==> src/design/tapid_pkg.sv <==
// two-axis pid controller: shared types, widths and constants
// no dependencies; imported by the interfaces and every module

package tapid_pkg;

    localparam int PosW    = 24;
    localparam int ErrW    = PosW + 1;
    localparam int OpdW    = ErrW + 1;
    localparam int GainW   = 32;
    localparam int StepW   = 16;
    localparam int IntegW  = 48;
    localparam int IntegLoW = 24;
    localparam int ProdW   = OpdW + GainW + 1;
    localparam int AccW    = ProdW + 1;
    localparam int DriveW  = 32;
    localparam int CfgIdxW = 3;
    localparam int CfgDatW = 32;
    localparam int SeqW    = 4;

    localparam int OPS_PER_AXIS = 5;

    localparam logic [SeqW-1:0] STEP_ISSUE_END = SeqW'(2 * OPS_PER_AXIS);
    localparam logic [SeqW-1:0] STEP_CLAMP_X   = SeqW'(OPS_PER_AXIS + 1);
    localparam logic [SeqW-1:0] STEP_CLAMP_Y   = SeqW'(2 * OPS_PER_AXIS + 1);

    localparam logic [StepW-1:0]         RST_TIME_STEP  = StepW'(655);
    localparam logic [GainW-1:0]         RST_PROP_GAIN  = GainW'(65536);
    localparam logic [GainW-1:0]         RST_INTEG_GAIN = '0;
    localparam logic [GainW-1:0]         RST_DERIV_GAIN = '0;
    localparam logic signed [DriveW-1:0] RST_OUT_MAX    = {1'b0, {(DriveW-1){1'b1}}};
    localparam logic signed [DriveW-1:0] RST_OUT_MIN    = {1'b1, {(DriveW-1){1'b0}}};

    localparam logic signed [IntegW-1:0] INTEG_MAX = {1'b0, {(IntegW-1){1'b1}}};
    localparam logic signed [IntegW-1:0] INTEG_MIN = {1'b1, {(IntegW-1){1'b0}}};

    typedef enum logic [CfgIdxW-1:0] {
        CFG_TIME_STEP  = 3'd0,
        CFG_PROP_GAIN  = 3'd1,
        CFG_INTEG_GAIN = 3'd2,
        CFG_DERIV_GAIN = 3'd3,
        CFG_OUT_MAX    = 3'd4,
        CFG_OUT_MIN    = 3'd5
    } t_cfg_idx;

    typedef enum logic [2:0] {
        OP_DT    = 3'd0,
        OP_KP    = 3'd1,
        OP_KD    = 3'd2,
        OP_KI_LO = 3'd3,
        OP_KI_HI = 3'd4
    } t_op;

    typedef enum logic [2:0] {
        ST_IDLE  = 3'b001,
        ST_RUN   = 3'b010,
        ST_FLUSH = 3'b100
    } t_state;

endpackage

==> src/design/tapid_if.sv <==
// two-axis pid controller: step, drive and configuration channel interfaces
// depends on tapid_pkg

interface tapid_in_if import tapid_pkg::*; ();
    logic                   valid;
    logic                   ready;
    logic                   command;
    logic signed [PosW-1:0] aim_x;
    logic signed [PosW-1:0] aim_y;
    logic signed [PosW-1:0] pos_x;
    logic signed [PosW-1:0] pos_y;

    modport source (output valid, command, aim_x, aim_y, pos_x, pos_y, input ready);
    modport sink   (input valid, command, aim_x, aim_y, pos_x, pos_y, output ready);
endinterface

interface tapid_out_if import tapid_pkg::*; ();
    logic                     valid;
    logic                     ready;
    logic signed [DriveW-1:0] drive_x;
    logic signed [DriveW-1:0] drive_y;

    modport source (output valid, drive_x, drive_y, input ready);
    modport sink   (input valid, drive_x, drive_y, output ready);
endinterface

interface tapid_cfg_if import tapid_pkg::*; ();
    logic               valid;
    logic               ready;
    logic [CfgIdxW-1:0] index;
    logic [CfgDatW-1:0] data;

    modport source (output valid, index, data, input ready);
    modport sink   (input valid, index, data, output ready);
endinterface

==> src/design/tapid_mul.sv <==
// two-axis pid controller: shared signed by unsigned multiplier, registered product
// depends on tapid_pkg

module tapid_mul import tapid_pkg::*; (
    input  logic                    i_clk,
    input  logic                    i_en,
    input  logic signed [OpdW-1:0]  i_a,
    input  logic [GainW-1:0]        i_b,
    output logic signed [ProdW-1:0] o_prod
);

    logic signed [GainW:0]    b_s;
    logic signed [ProdW-1:0]  n_prod;
    logic signed [ProdW-1:0]  r_prod;

    assign b_s    = signed'({1'b0, i_b});
    assign n_prod = i_a * b_s;

    always_ff @(posedge i_clk) begin
        if (i_en) begin
            r_prod <= n_prod;
        end
    end

    assign o_prod = r_prod;

endmodule

==> src/design/two_axis_pid_controller.sv <==
// two-axis pid controller: top level, sequencer, integrals, accumulator and clamp
// depends on tapid_pkg, tapid_if.sv and tapid_mul
// control step: ten products through one multiplier, then both axes clamped and the drive loaded in the flush state
// clear: zero drive loaded from the flush state once the output register is free; ready only while idle
// a new step or clear item is taken only after the last one is loaded into the output register
// synchronous active-low reset: state and configuration registers to reset values, integrals and last errors to zero

module two_axis_pid_controller import tapid_pkg::*; (
    input  logic        i_clk,
    input  logic        i_rst_n,
    tapid_in_if.sink    i_step,
    tapid_out_if.source o_drive,
    tapid_cfg_if.sink   i_cfg
);

    t_state r_state;
    logic [SeqW-1:0] r_step;

    logic signed [PosW-1:0]   r_aim   [0:1];
    logic signed [PosW-1:0]   r_pos   [0:1];
    logic signed [IntegW-1:0] r_integ [0:1];
    logic signed [ErrW-1:0]   r_prev  [0:1];
    logic signed [DriveW-1:0] r_res   [0:1];

    logic [StepW-1:0]         r_time_step;
    logic [GainW-1:0]         r_prop_gain;
    logic [GainW-1:0]         r_integ_gain;
    logic [GainW-1:0]         r_deriv_gain;
    logic signed [DriveW-1:0] r_out_max;
    logic signed [DriveW-1:0] r_out_min;

    logic signed [AccW-1:0]   r_acc;
    t_op                      r_acc_op;
    logic                     r_acc_ax;
    logic                     r_acc_vld;

    logic                     r_out_vld;
    logic signed [DriveW-1:0] r_out_x;
    logic signed [DriveW-1:0] r_out_y;

    logic                     in_acc;
    logic                     out_load;
    logic                     iss_en;
    logic                     iss_ax;
    t_op                      iss_op;
    logic signed [ErrW-1:0]   err [0:1];
    logic signed [ErrW-1:0]   cur_err;
    logic signed [OpdW-1:0]   mul_a;
    logic [GainW-1:0]         mul_b;
    logic signed [ProdW-1:0]  prod;
    logic signed [AccW-1:0]   prod_ext;
    logic signed [IntegW:0]   integ_sum;
    logic signed [IntegW-1:0] integ_sat;
    logic signed [AccW-1:0]   max_ext;
    logic signed [AccW-1:0]   min_ext;
    logic signed [DriveW-1:0] clamped;
    logic                     clamp_en;
    logic                     clamp_ax;

    assign i_step.ready = (r_state == ST_IDLE);
    assign i_cfg.ready  = 1'b1;
    assign in_acc       = i_step.valid && (r_state == ST_IDLE);
    assign out_load     = (r_state == ST_FLUSH) && (!r_out_vld || o_drive.ready);

    assign o_drive.valid   = r_out_vld;
    assign o_drive.drive_x = r_out_x;
    assign o_drive.drive_y = r_out_y;

    // issue side of the sequencer
    assign iss_en = (r_state == ST_RUN) && (r_step < STEP_ISSUE_END);
    assign iss_ax = (r_step >= SeqW'(OPS_PER_AXIS));
    assign iss_op = t_op'(3'(iss_ax ? r_step - SeqW'(OPS_PER_AXIS) : r_step));

    always_comb begin
        for (int i = 0; i < 2; i++) begin
            err[i] = ErrW'(r_aim[i]) - ErrW'(r_pos[i]);
        end
    end

    assign cur_err = err[iss_ax];

    always_comb begin
        case (iss_op)
            OP_DT: begin
                mul_a = OpdW'(cur_err);
                mul_b = GainW'(r_time_step);
            end
            OP_KP: begin
                mul_a = OpdW'(cur_err);
                mul_b = r_prop_gain;
            end
            OP_KD: begin
                mul_a = OpdW'(cur_err) - OpdW'(r_prev[iss_ax]);
                mul_b = r_deriv_gain;
            end
            OP_KI_LO: begin
                mul_a = signed'({2'b00, r_integ[iss_ax][IntegLoW-1:0]});
                mul_b = r_integ_gain;
            end
            OP_KI_HI: begin
                mul_a = OpdW'(signed'(r_integ[iss_ax][IntegW-1:IntegLoW]));
                mul_b = r_integ_gain;
            end
            default: begin
                mul_a = '0;
                mul_b = '0;
            end
        endcase
    end

    tapid_mul u_mul (
        .i_clk  (i_clk),
        .i_en   (iss_en),
        .i_a    (mul_a),
        .i_b    (mul_b),
        .o_prod (prod)
    );

    // accumulate side
    assign prod_ext  = AccW'(prod);
    assign integ_sum = (IntegW+1)'(r_integ[r_acc_ax]) + signed'(prod[IntegW:0]);

    always_comb begin
        if (integ_sum[IntegW] != integ_sum[IntegW-1]) begin
            integ_sat = integ_sum[IntegW] ? INTEG_MIN : INTEG_MAX;
        end else begin
            integ_sat = integ_sum[IntegW-1:0];
        end
    end

    // clamp, upper bound first
    assign max_ext  = AccW'(r_out_max);
    assign min_ext  = AccW'(r_out_min);
    assign clamp_en = (r_state == ST_RUN) && ((r_step == STEP_CLAMP_X) || (r_step == STEP_CLAMP_Y));
    assign clamp_ax = (r_step == STEP_CLAMP_Y);

    always_comb begin
        if (r_acc > max_ext) begin
            clamped = r_out_max;
        end else if (r_acc < min_ext) begin
            clamped = r_out_min;
        end else begin
            clamped = r_acc[DriveW-1:0];
        end
    end

    always_ff @(posedge i_clk) begin
        if (!i_rst_n) begin
            r_state      <= ST_IDLE;
            r_step       <= '0;
            r_acc_vld    <= 1'b0;
            r_out_vld    <= 1'b0;
            r_time_step  <= RST_TIME_STEP;
            r_prop_gain  <= RST_PROP_GAIN;
            r_integ_gain <= RST_INTEG_GAIN;
            r_deriv_gain <= RST_DERIV_GAIN;
            r_out_max    <= RST_OUT_MAX;
            r_out_min    <= RST_OUT_MIN;
            for (int i = 0; i < 2; i++) begin
                r_integ[i] <= '0;
                r_prev[i]  <= '0;
            end
        end else begin
            if (i_cfg.valid) begin
                case (t_cfg_idx'(i_cfg.index))
                    CFG_TIME_STEP:  r_time_step  <= i_cfg.data[StepW-1:0];
                    CFG_PROP_GAIN:  r_prop_gain  <= i_cfg.data;
                    CFG_INTEG_GAIN: r_integ_gain <= i_cfg.data;
                    CFG_DERIV_GAIN: r_deriv_gain <= i_cfg.data;
                    CFG_OUT_MAX:    r_out_max    <= signed'(i_cfg.data);
                    CFG_OUT_MIN:    r_out_min    <= signed'(i_cfg.data);
                    default: ;
                endcase
            end

            r_acc_vld <= iss_en;

            case (r_state)
                ST_IDLE: begin
                    if (in_acc) begin
                        r_step <= '0;
                        if (i_step.command) begin
                            for (int i = 0; i < 2; i++) begin
                                r_integ[i] <= '0;
                                r_prev[i]  <= '0;
                            end
                            r_state <= ST_FLUSH;
                        end else begin
                            r_state <= ST_RUN;
                        end
                    end
                end
                ST_RUN: begin
                    r_step <= r_step + 1'b1;
                    if (r_step == STEP_CLAMP_Y) begin
                        r_state <= ST_FLUSH;
                    end
                    if (iss_en && (iss_op == OP_KD)) begin
                        r_prev[iss_ax] <= cur_err;
                    end
                    if (r_acc_vld && (r_acc_op == OP_DT)) begin
                        r_integ[r_acc_ax] <= integ_sat;
                    end
                end
                ST_FLUSH: begin
                    if (out_load) begin
                        r_state <= ST_IDLE;
                    end
                end
                default: begin
                    r_state <= ST_IDLE;
                end
            endcase

            if (out_load) begin
                r_out_vld <= 1'b1;
            end else if (o_drive.ready) begin
                r_out_vld <= 1'b0;
            end
        end
    end

    // payload registers
    always_ff @(posedge i_clk) begin
        if (in_acc) begin
            r_aim[0] <= i_step.aim_x;
            r_aim[1] <= i_step.aim_y;
            r_pos[0] <= i_step.pos_x;
            r_pos[1] <= i_step.pos_y;
            if (i_step.command) begin
                r_res[0] <= '0;
                r_res[1] <= '0;
            end
        end
        if (iss_en) begin
            r_acc_op <= iss_op;
            r_acc_ax <= iss_ax;
        end
        if (r_acc_vld) begin
            case (r_acc_op)
                OP_KP:    r_acc <= prod_ext >>> 8;
                OP_KD:    r_acc <= r_acc + (prod_ext >>> 8);
                OP_KI_LO: r_acc <= r_acc + (prod_ext >>> IntegLoW);
                OP_KI_HI: r_acc <= r_acc + prod_ext;
                default: ;
            endcase
        end
        if (clamp_en) begin
            r_res[clamp_ax] <= clamped;
        end
        if (out_load) begin
            r_out_x <= r_res[0];
            r_out_y <= r_res[1];
        end
    end

endmodule

==> src/flat_wrapper.sv <==
// flat-port wrapper written by rule: the top's interface ports become plain ports
module two_axis_pid_controller_flat import tapid_pkg::*;
  (i_clk, i_rst_n, i_step_valid, i_step_command, i_step_aim_x, i_step_aim_y, i_step_pos_x, i_step_pos_y, i_step_ready, o_drive_valid, o_drive_drive_x, o_drive_drive_y, o_drive_ready, i_cfg_valid, i_cfg_index, i_cfg_data, i_cfg_ready);
  tapid_in_if i_step_i ();
  tapid_out_if o_drive_i ();
  tapid_cfg_if i_cfg_i ();
  input  logic i_clk;
  input  logic i_rst_n;
  input wire logic [$bits(i_step_i.valid)-1:0] i_step_valid;
  input wire logic [$bits(i_step_i.command)-1:0] i_step_command;
  input wire logic [$bits(i_step_i.aim_x)-1:0] i_step_aim_x;
  input wire logic [$bits(i_step_i.aim_y)-1:0] i_step_aim_y;
  input wire logic [$bits(i_step_i.pos_x)-1:0] i_step_pos_x;
  input wire logic [$bits(i_step_i.pos_y)-1:0] i_step_pos_y;
  output wire logic [$bits(i_step_i.ready)-1:0] i_step_ready;
  output wire logic [$bits(o_drive_i.valid)-1:0] o_drive_valid;
  output wire logic [$bits(o_drive_i.drive_x)-1:0] o_drive_drive_x;
  output wire logic [$bits(o_drive_i.drive_y)-1:0] o_drive_drive_y;
  input wire logic [$bits(o_drive_i.ready)-1:0] o_drive_ready;
  input wire logic [$bits(i_cfg_i.valid)-1:0] i_cfg_valid;
  input wire logic [$bits(i_cfg_i.index)-1:0] i_cfg_index;
  input wire logic [$bits(i_cfg_i.data)-1:0] i_cfg_data;
  output wire logic [$bits(i_cfg_i.ready)-1:0] i_cfg_ready;
  assign i_step_i.valid = i_step_valid;
  assign i_step_i.command = i_step_command;
  assign i_step_i.aim_x = i_step_aim_x;
  assign i_step_i.aim_y = i_step_aim_y;
  assign i_step_i.pos_x = i_step_pos_x;
  assign i_step_i.pos_y = i_step_pos_y;
  assign i_step_ready = i_step_i.ready;
  assign o_drive_valid = o_drive_i.valid;
  assign o_drive_drive_x = o_drive_i.drive_x;
  assign o_drive_drive_y = o_drive_i.drive_y;
  assign o_drive_i.ready = o_drive_ready;
  assign i_cfg_i.valid = i_cfg_valid;
  assign i_cfg_i.index = i_cfg_index;
  assign i_cfg_i.data = i_cfg_data;
  assign i_cfg_ready = i_cfg_i.ready;
  two_axis_pid_controller u_core (.i_clk(i_clk), .i_rst_n(i_rst_n), .i_step(i_step_i), .o_drive(o_drive_i), .i_cfg(i_cfg_i));
endmodule
==> config.mk <==
export PLATFORM = sky130hd
export DESIGN_NAME = two_axis_pid_controller_flat
export DESIGN_NICKNAME = d
export VERILOG_FILES = /design/src/design/tapid_pkg.sv /design/src/design/tapid_if.sv /design/src/design/tapid_mul.sv /design/src/design/two_axis_pid_controller.sv /design/src/flat_wrapper.sv
export SDC_FILE = /design/constraint.sdc
export NUM_CORES = 2
export LEC_CHECK = 0
export ABC_AREA = 1
export BUFFER_PORTS_ARGS = -buffer_cell sky130_fd_sc_hd__buf_4
export CAP_MARGIN = 5
export CORE_ASPECT_RATIO = 1.4
export CORE_UTILIZATION = 55
export DETAILED_ROUTE_END_ITERATION = 8
export HOLD_SLACK_MARGIN = 0.02
export MAX_ROUTING_LAYER = met4
export PLACE_DENSITY = 0.72
export RECOVER_POWER = 100
export SYNTH_ARGS = -nofsm -noshare
export SYNTH_HDL_FRONTEND = slang
export SYNTH_SLANG_ARGS = --single-unit
==> constraint.sdc <==
create_clock -name i_clk -period 11.2 [get_ports i_clk]
set_input_delay 1.12 -clock i_clk [delete_from_list [all_inputs] [get_ports i_clk]]
set_output_delay 1.12 -clock i_clk [all_outputs]
set_load 0.05 [all_outputs]
== Word-level counts from Yosys, hierarchy flattened ==
Memory sizes are Yosys's and may differ from the RTL's. A register that Yosys moved wholly into a read port is not among the register bits.
Cells that the tools add are included.

* Equal/unequal tests: 22
* Reductions and logical operators: 29
* $mul: 1
* Add/sub/neg operators: 9
* Magnitude comparators: 5
* Shift operators: 0
* Bitwise gates (word level): 5
* Mux-type cells: 53
* Div/mod/pow operators: 0

{| class="wikitable"
|+ Operator list
! cell !! count
|-
| $mux W48 || 5
|-
| $pmux W60 S4 || 1
|-
| $mux W25 || 6
|-
| $pmux W32 S4 || 1
|-
| $pmux W26 S4 || 1
|-
| $mux W32 || 3
|-
| $add A60 B35 Y60 || 1
|-
| $add A60 B51 Y60 || 1
|-
| $add A60 B59 Y60 || 1
|-
| $gt A60 B32 Y1 || 1
|-
| $lt A60 B32 Y1 || 1
|-
| $mul A26 B33 Y59 || 1
|-
| $sub A24 B24 Y25 || 2
|-
| $add A48 B49 Y49 || 1
|-
| $reduce_or A48 Y1 || 1
|-
| $reduce_or A32 Y1 || 1
|-
| $mux W1 || 28
|-
| $sub A25 B25 Y26 || 1
|-
| $reduce_or A25 Y1 || 1
|-
| $eq A3 B2 Y1 const B || 7
|-
| $reduce_and A2 Y1 || 8
|-
| $eq A3 B3 Y1 const B || 5
|-
| $mux W3 || 5
|-
| $eq A3 B1 Y1 const B || 4
|-
| 22 further kinds || 37
|}

* Register bits: 308
* Bits in latches: 0
* Bits of input ports: 137
* Memories: 5
* Bits in writable memories: 306
* Output and inout port bits: 67
* Bits in read-only memories: 0

{| class="wikitable"
|+ Memory list
! name !! depth !! bits a word !! read ports !! clocked after memory_dff !! write ports !! RTL line !! text
|-
| u_core.r_integ || 2 || 48 || 2 || 1 || 2 || two_axis_pid_controller.sv:21 || <nowiki>logic signed [IntegW-1:0] r_integ [0:1];</nowiki>
|-
| u_core.r_res || 2 || 32 || 2 || 2 || 2 || two_axis_pid_controller.sv:23 || <nowiki>logic signed [DriveW-1:0] r_res [0:1];</nowiki>
|-
| u_core.r_prev || 2 || 25 || 1 || 0 || 2 || two_axis_pid_controller.sv:22 || <nowiki>logic signed [ErrW-1:0] r_prev [0:1];</nowiki>
|-
| u_core.r_aim || 2 || 24 || 2 || 0 || 2 || two_axis_pid_controller.sv:19 || <nowiki>logic signed [PosW-1:0] r_aim [0:1];</nowiki>
|-
| u_core.r_pos || 2 || 24 || 2 || 0 || 2 || two_axis_pid_controller.sv:20 || <nowiki>logic signed [PosW-1:0] r_pos [0:1];</nowiki>
|}

== Logic depth before layout (Yosys ltp) ==
* Depth after elaboration: 10
* Gate-level depth with buffers: 57

== By module ==
From an unflattened synthesis, not the netlist that was laid out.

* Cell total of the unflattened synthesis: 9054
* Area, all modules: 71059.4 um^2

{| class="wikitable"
|+ Modules (own cells, without submodules)
! module !! cells an instance !! instances !! area an instance (um^2)
|-
| two_axis_pid_controller || 4903 || 1 || 39517.9
|-
| tapid_mul || 4151 || 1 || 31541.5
|}

== Least setup slack after synthesis ==
No wires, ideal clock.

* Kind: reg-to-reg
* Start: reg u_core.r_step[0]
* End: reg u_core.u_mul.r_prod[58], in the netlist u_core.u_mul.o_prod[58], data pin
* Arrival: 9.546 ns
* Setup time: 0.265 ns
* Stages on the path, launching flop included: 54
* Data required time: 10.935 ns
* Period minus slack after synthesis: 9.811 ns
* Buffers on the path: 6
* Slack: 1.389 ns
* Cells stage by stage: dfxtp_1 -> inv_1 -> ha_1 -> inv_1 -> o21ai_1 -> nand2_2 -> buf_2 -> buf_2 -> buf_2 -> buf_2 -> buf_2 -> nand2_1 -> nand2_1 -> ha_1 -> fa_1 -> o21ai_1 -> nand2_1 -> nand2_1 -> [... 18 more ...] -> fa_1 -> inv_1 -> fa_1 -> inv_1 -> ha_1 -> a21oi_1 -> inv_1 -> a21oi_1 -> inv_1 -> a21oi_1 -> o21ai_0 -> nand2_1 -> nand3_1 -> nand2_1 -> o211ai_1 -> a21oi_1 -> o21ai_0 -> xor2_1

* Word-level cells in the longest chain between the ends: 8
* Elaborated cells on any way between the ends: 20
* Those cells by class: 2 x add/sub; 1 x mul; 1 x order compare; 4 x eq/ne; 6 x mux; 1 x bitwise; 3 x reduce/logical; 2 x memory

{| class="wikitable"
|+ Ends and longest elaborated chain
! item !! RTL line !! text
|-
| from (decl) || two_axis_pid_controller.sv:17 || <nowiki>logic [SeqW-1:0] r_step;</nowiki>
|-
| from (signal assigned) || two_axis_pid_controller.sv:194 || <nowiki>r_step <= r_step + 1'b1;</nowiki>
|-
| $ge A4 B3 Y1 (*) || two_axis_pid_controller.sv:71 || <nowiki>assign iss_ax = (r_step >= SeqW'(OPS_PER_AXIS));</nowiki>
|-
| net u_core.iss_ax || two_axis_pid_controller.sv:44 || <nowiki>logic iss_ax;</nowiki>
|-
| $not A1 Y2 (implied by the code) || two_axis_pid_controller.sv:80 || <nowiki>assign cur_err = err[iss_ax];</nowiki>
|-
| $mux W25 (implied by the code) (3 in series) || two_axis_pid_controller.sv:80 ||
|-
| $sub A25 B25 Y26 || two_axis_pid_controller.sv:93 || <nowiki>mul_a = OpdW'(cur_err) - OpdW'(r_prev[iss_ax]);</nowiki>
|-
| $pmux W26 S4 || two_axis_pid_controller.sv:83 || <nowiki>case (iss_op)</nowiki>
|-
| $mul A26 B33 Y59 (*) || tapid_mul.sv:17 || <nowiki>assign n_prod = i_a * b_s;</nowiki>
|-
| net u_core.u_mul.n_prod[58] || tapid_mul.sv:13 || <nowiki>logic signed [ProdW-1:0] n_prod;</nowiki>
|-
| to (signal assigned) || tapid_mul.sv:21 || <nowiki>r_prod <= n_prod;</nowiki>
|-
| to (decl) || tapid_mul.sv:14 || <nowiki>logic signed [ProdW-1:0] r_prod;</nowiki>
|}

The timed path passes the listed nets; every way through them passes the cells marked *. The select of a mux whose other input is x is not followed.
A chain may end at the register's enable or synchronous reset.

== Final worst setup path ==
* Start: reg u_core.r_step[0]
* End: reg u_core.u_mul.r_prod[58], in the netlist u_core.u_mul.o_prod[58], data pin

* Elaborated cells on any way between the ends: 20
* Those cells by class: 2 x add/sub; 1 x mul; 1 x order compare; 4 x eq/ne; 6 x mux; 1 x bitwise; 3 x reduce/logical; 2 x memory

{| class="wikitable"
|+ RTL lines
! item !! RTL line !! text
|-
| $ge A4 B3 Y1 / $sub A3 B3 Y3 (equally long branches) || two_axis_pid_controller.sv:71, two_axis_pid_controller.sv:72 ||
|-
| $mux W3 (*) || two_axis_pid_controller.sv:72 || <nowiki>assign iss_op = t_op'(3'(iss_ax ? r_step - SeqW'(OPS_PER_AXIS) : r_step));</nowiki>
|-
| net u_core.iss_op[0] || two_axis_pid_controller.sv:45 || <nowiki>t_op iss_op;</nowiki>
|-
| $eq A3 B1 Y1, or another cell as far along || two_axis_pid_controller.sv:83 ||
|-
| $reduce_or A2 Y1 (no line) || - ||
|-
| $pmux W26 S4 / $pmux W32 S4 (equally long branches) || two_axis_pid_controller.sv:83 ||
|-
| $mul A26 B33 Y59 (*) || tapid_mul.sv:17 ||
|-
| net u_core.u_mul.n_prod[58] || tapid_mul.sv:13 ||
|}

Marked as above.

==> metrics.cfg <==
[setup_path]
required_ns=11.63
worstPathArrival_ns=11.19
reg2reg_depth=38
path_common_cell=inv_1
start_kind=flop
worstReg2RegStart=u_core.r_step[0]
r2r_end=u_core.u_mul.o_prod[58]
cpMaxStageDelayCell=xor2_1
critPathKind=flop to flop
r2r_slack_ns=0.45
cp_max_fo=33
max_stage_delay_ns=0.68
endpoint_kind=flop

[run_status]
violations=capacitance limit, slew limit
status=finished, violations left

[yosys]
synth_cell_types=79
ys_seq_elements=679
syn_avg_cell_area_sq_um=8.33
netlist_top_cells_area=edfxtp_1 (22%), fa_1 (21%), ha_1 (9.8%)
synthTopCellsByCount=nand2_1 (1625), inv_1 (1486), nor2_1 (781), fa_1 (723), a21oi_1 (547)
synth_cells=8170
ys_warn_count=0
async_reset_ff_share_pct=0
synth_edf_count=493
synth.top_cell.area_share_pct=21.7
yosysMostFrequentCell=nand2_1
yosys.area.top_type=edfxtp_1
syn_nets=9565
synth_flop_cell=edfxtp_1
syn-cell-area_sq_um=68100
ys_seq_area_share_pct=27.2

[sta]
whs_ns=0.416
slew_viol_final=1137
relSlewSlack_pct=-157
hold_viol_final=0
fmax_mhz=93.0
fin_crit_ns=10.75
setup_tns_ns=0
finalCritPeriodShare_pct=96.0
clock_skew_ns=0.0525
setup-violations-final=0
worst_pin_slew_ns=3.86

[detailed_routing]
drc=0
vias=58000
wire_per_inst_um=23.2
antenna_left=0
routed_wl_um=232000
initialDrtViolationCount=4805
viasPerCell=5.81
dr.pass1.iters=7

[clock_network]
htree_levels=3
clockRootBuffer=clkbuf_16
clk_latency_ns=0.69
cts_tree=built
tritoncts.num_buffers=69
cts_buffer_depth=3
cts_sinks=679
path_clk_slew_ns=0.06

[global_route]
use_met3_pct=6.59
grt_overflow=0
met1_usage_pct=40.9
antenna_found_initial=11
gr-max-usage-layer=met2
grt_max_degree=99
grt_pass1_vias=58300
use_met2_pct=64.4
gr-usage-all-layers_pct=37.9
grt_pass1_wl_um=345000

[place]
dp_hpwl_um=185000
place_area_sq_um=71500
gp_congestion=1.07
numPortBuffers=202

[hold_path]
hold_end=o_drive_drive_x[16]
min_from=u_core.r_res[0][16]
whs_path_depth=0
holdCritPathClass=flop to flop

[floorplanning]
initial_core_util_pct=55.5
rows=152
dieArea_sq_um=125000
core_sq_um=123000
chipWidth_um=299
fp.dieH_um=418
ios=204

[cells_and_area]
fin_area_sq_um=73700
nFillCells=11100
post-route-util_pct=60.1
drive_above_1_share_pct=6.61
nets=9703
area_growth_pct=8.22

[job]
maxCapViolations=23

==> registers in the layout, summed over array words and instances (netlist names), named ones only <==
register	flops
u_core.r_pos	48
u_core.r_acc_vld	1
o_drive_drive_y	32
u_core.r_prop_gain	32
u_core.r_acc	60
u_core.r_deriv_gain	32
o_drive_drive_x	32
u_core.r_state	3
u_core.r_step	4
u_core.r_aim	48
u_core.r_acc_op	3
u_core.r_acc_ax	1
u_core.r_time_step	16
u_core.r_prev	50
u_core.u_mul.o_prod	59
u_core.o_drive.valid	1
u_core.r_out_max	32
u_core.r_integ_gain	32
u_core.r_integ	96
u_core.r_res	64
u_core.r_out_min	32
==> per-layer routing <==
layer | wire [um] | share of wire [%]
met5 | 0 | 0
met4 | 18100 | 7.8
met3 | 17500 | 7.5
met2 | 115000 | 49
met1 | 81600 | 35
==> how the worst max path moves through the flow <==
| stage | from | to | depth (start not counted) |
|---|---|---|---|
| 4_1_cts | u_core.r_aim[0][24] | u_core.u_mul.o_prod[55] | 50 |
| 2_1_floorplan | u_core.r_step[0] | u_core.u_mul.o_prod[58] | 53 |
| 5_1_grt | u_core.r_aim[0][24] | u_core.u_mul.o_prod[58] | 49 |
| 3_5_place_dp | u_core.r_aim[0][24] | u_core.u_mul.o_prod[58] | 51 |
| 6_report | u_core.r_step[0] | u_core.u_mul.o_prod[58] | 38 |
| 3_3_place_gp | u_core.r_aim[0][24] | u_core.u_mul.o_prod[55] | 50 |
==> layout make-up <==
| cell class | instances | area (sq um) | share of cell area [%] |
|---|---|---|---|
| Tap cell | 1617 | 2020 | 2.75 |
| Multi-Input combinational cell | 5652 | 42400 | 57.5 |
| Inverter | 1526 | 5740 | 7.79 |
| Clock inverter | 37 | 524 | 0.712 |
| Antenna cell | 13 | 32.5 | 0.0442 |
| Timing Repair inverter | 1 | 7.51 | 0.0102 |
| Clock buffer | 88 | 1850 | 2.51 |
| Sequential cell | 679 | 18500 | 25.2 |
| Timing Repair Buffer | 379 | 2590 | 3.51 |
==> critical path, delay by kind of cell (launching register included) <==
kind | cells | cell delay [ns]
XOR/XNOR | 2 | 0.83
AO/OA/AOI/OAI | 9 | 1.53
buffers and inverters | 12 | 2.19
adder cells (fa/ha/maj) | 9 | 4.27
AND/OR/NAND/NOR | 6 | 1.26
flip-flops | 1 | 0.38
==> cell families (layout without fill, tap and decap cells) <==
| family | after synthesis | after routing | synth area share [%] |
|---|---|---|---|
| and+or+nand+nor | 2801 | 2803 | 16.6 |
| adders and majority gates | 1258 | 1258 | 31.1 |
| other | 1 | 14 | 0.00551 |
| DFF | 679 | 679 | 27.2 |
| muxes | 22 | 22 | 0.324 |
| xor gates and xnor gates | 145 | 145 | 1.88 |
| buffers and inverters | 1841 | 2031 | 10.7 |
| AOI/OAI and AO/OA | 1423 | 1423 | 12.2 |
==> cells in the final DEF, fill, tap and decap left out, types with 19 or more instances in the layout <==
cell,n
nand2_1,1621
inv_1,1485
nor2_1,777
fa_1,723
a21oi_1,553
ha_1,534
edfxtp_1,493
o21ai_0,478
nand3_1,191
dfxtp_1,186
buf_4,175
clkbuf_1,111
clkbuf_4,95
xor2_1,93
a31oi_1,77
clkbuf_16,69
xnor2_1,51
or2_2,48
o221ai_1,45
o211ai_1,44
nor3_1,34
a22oi_1,32
inv_2,31
a21o_1,30
nand4_1,29
mux2i_1,22
o21a_1,21
and2_1,19
==> repair_timing <==
| item | in CTS | in global routing |
|---|---|---|
| endpoints found under the hold margin | 0 | 0 |
| buffers inserted | 0 | 13 |
| endpoints found under the setup margin | 0 | 26 |
| hold buffers | 0 | 0 |
| resized for setup | 0 | 35 |
==> metrics by stage <==
stage | cells | worst slack, ns
floorplan | 8170 | 1.39
global placement | 9838 | 0.350
detailed placement | 9838 | 0.305
CTS | 9963 | 0.227
global route | 9988 | -0.0290
finish | 9992 | 0.446
Power is not shown: default switching activity piles up to over one toggle a cycle in this logic, so the estimate is an artifact.
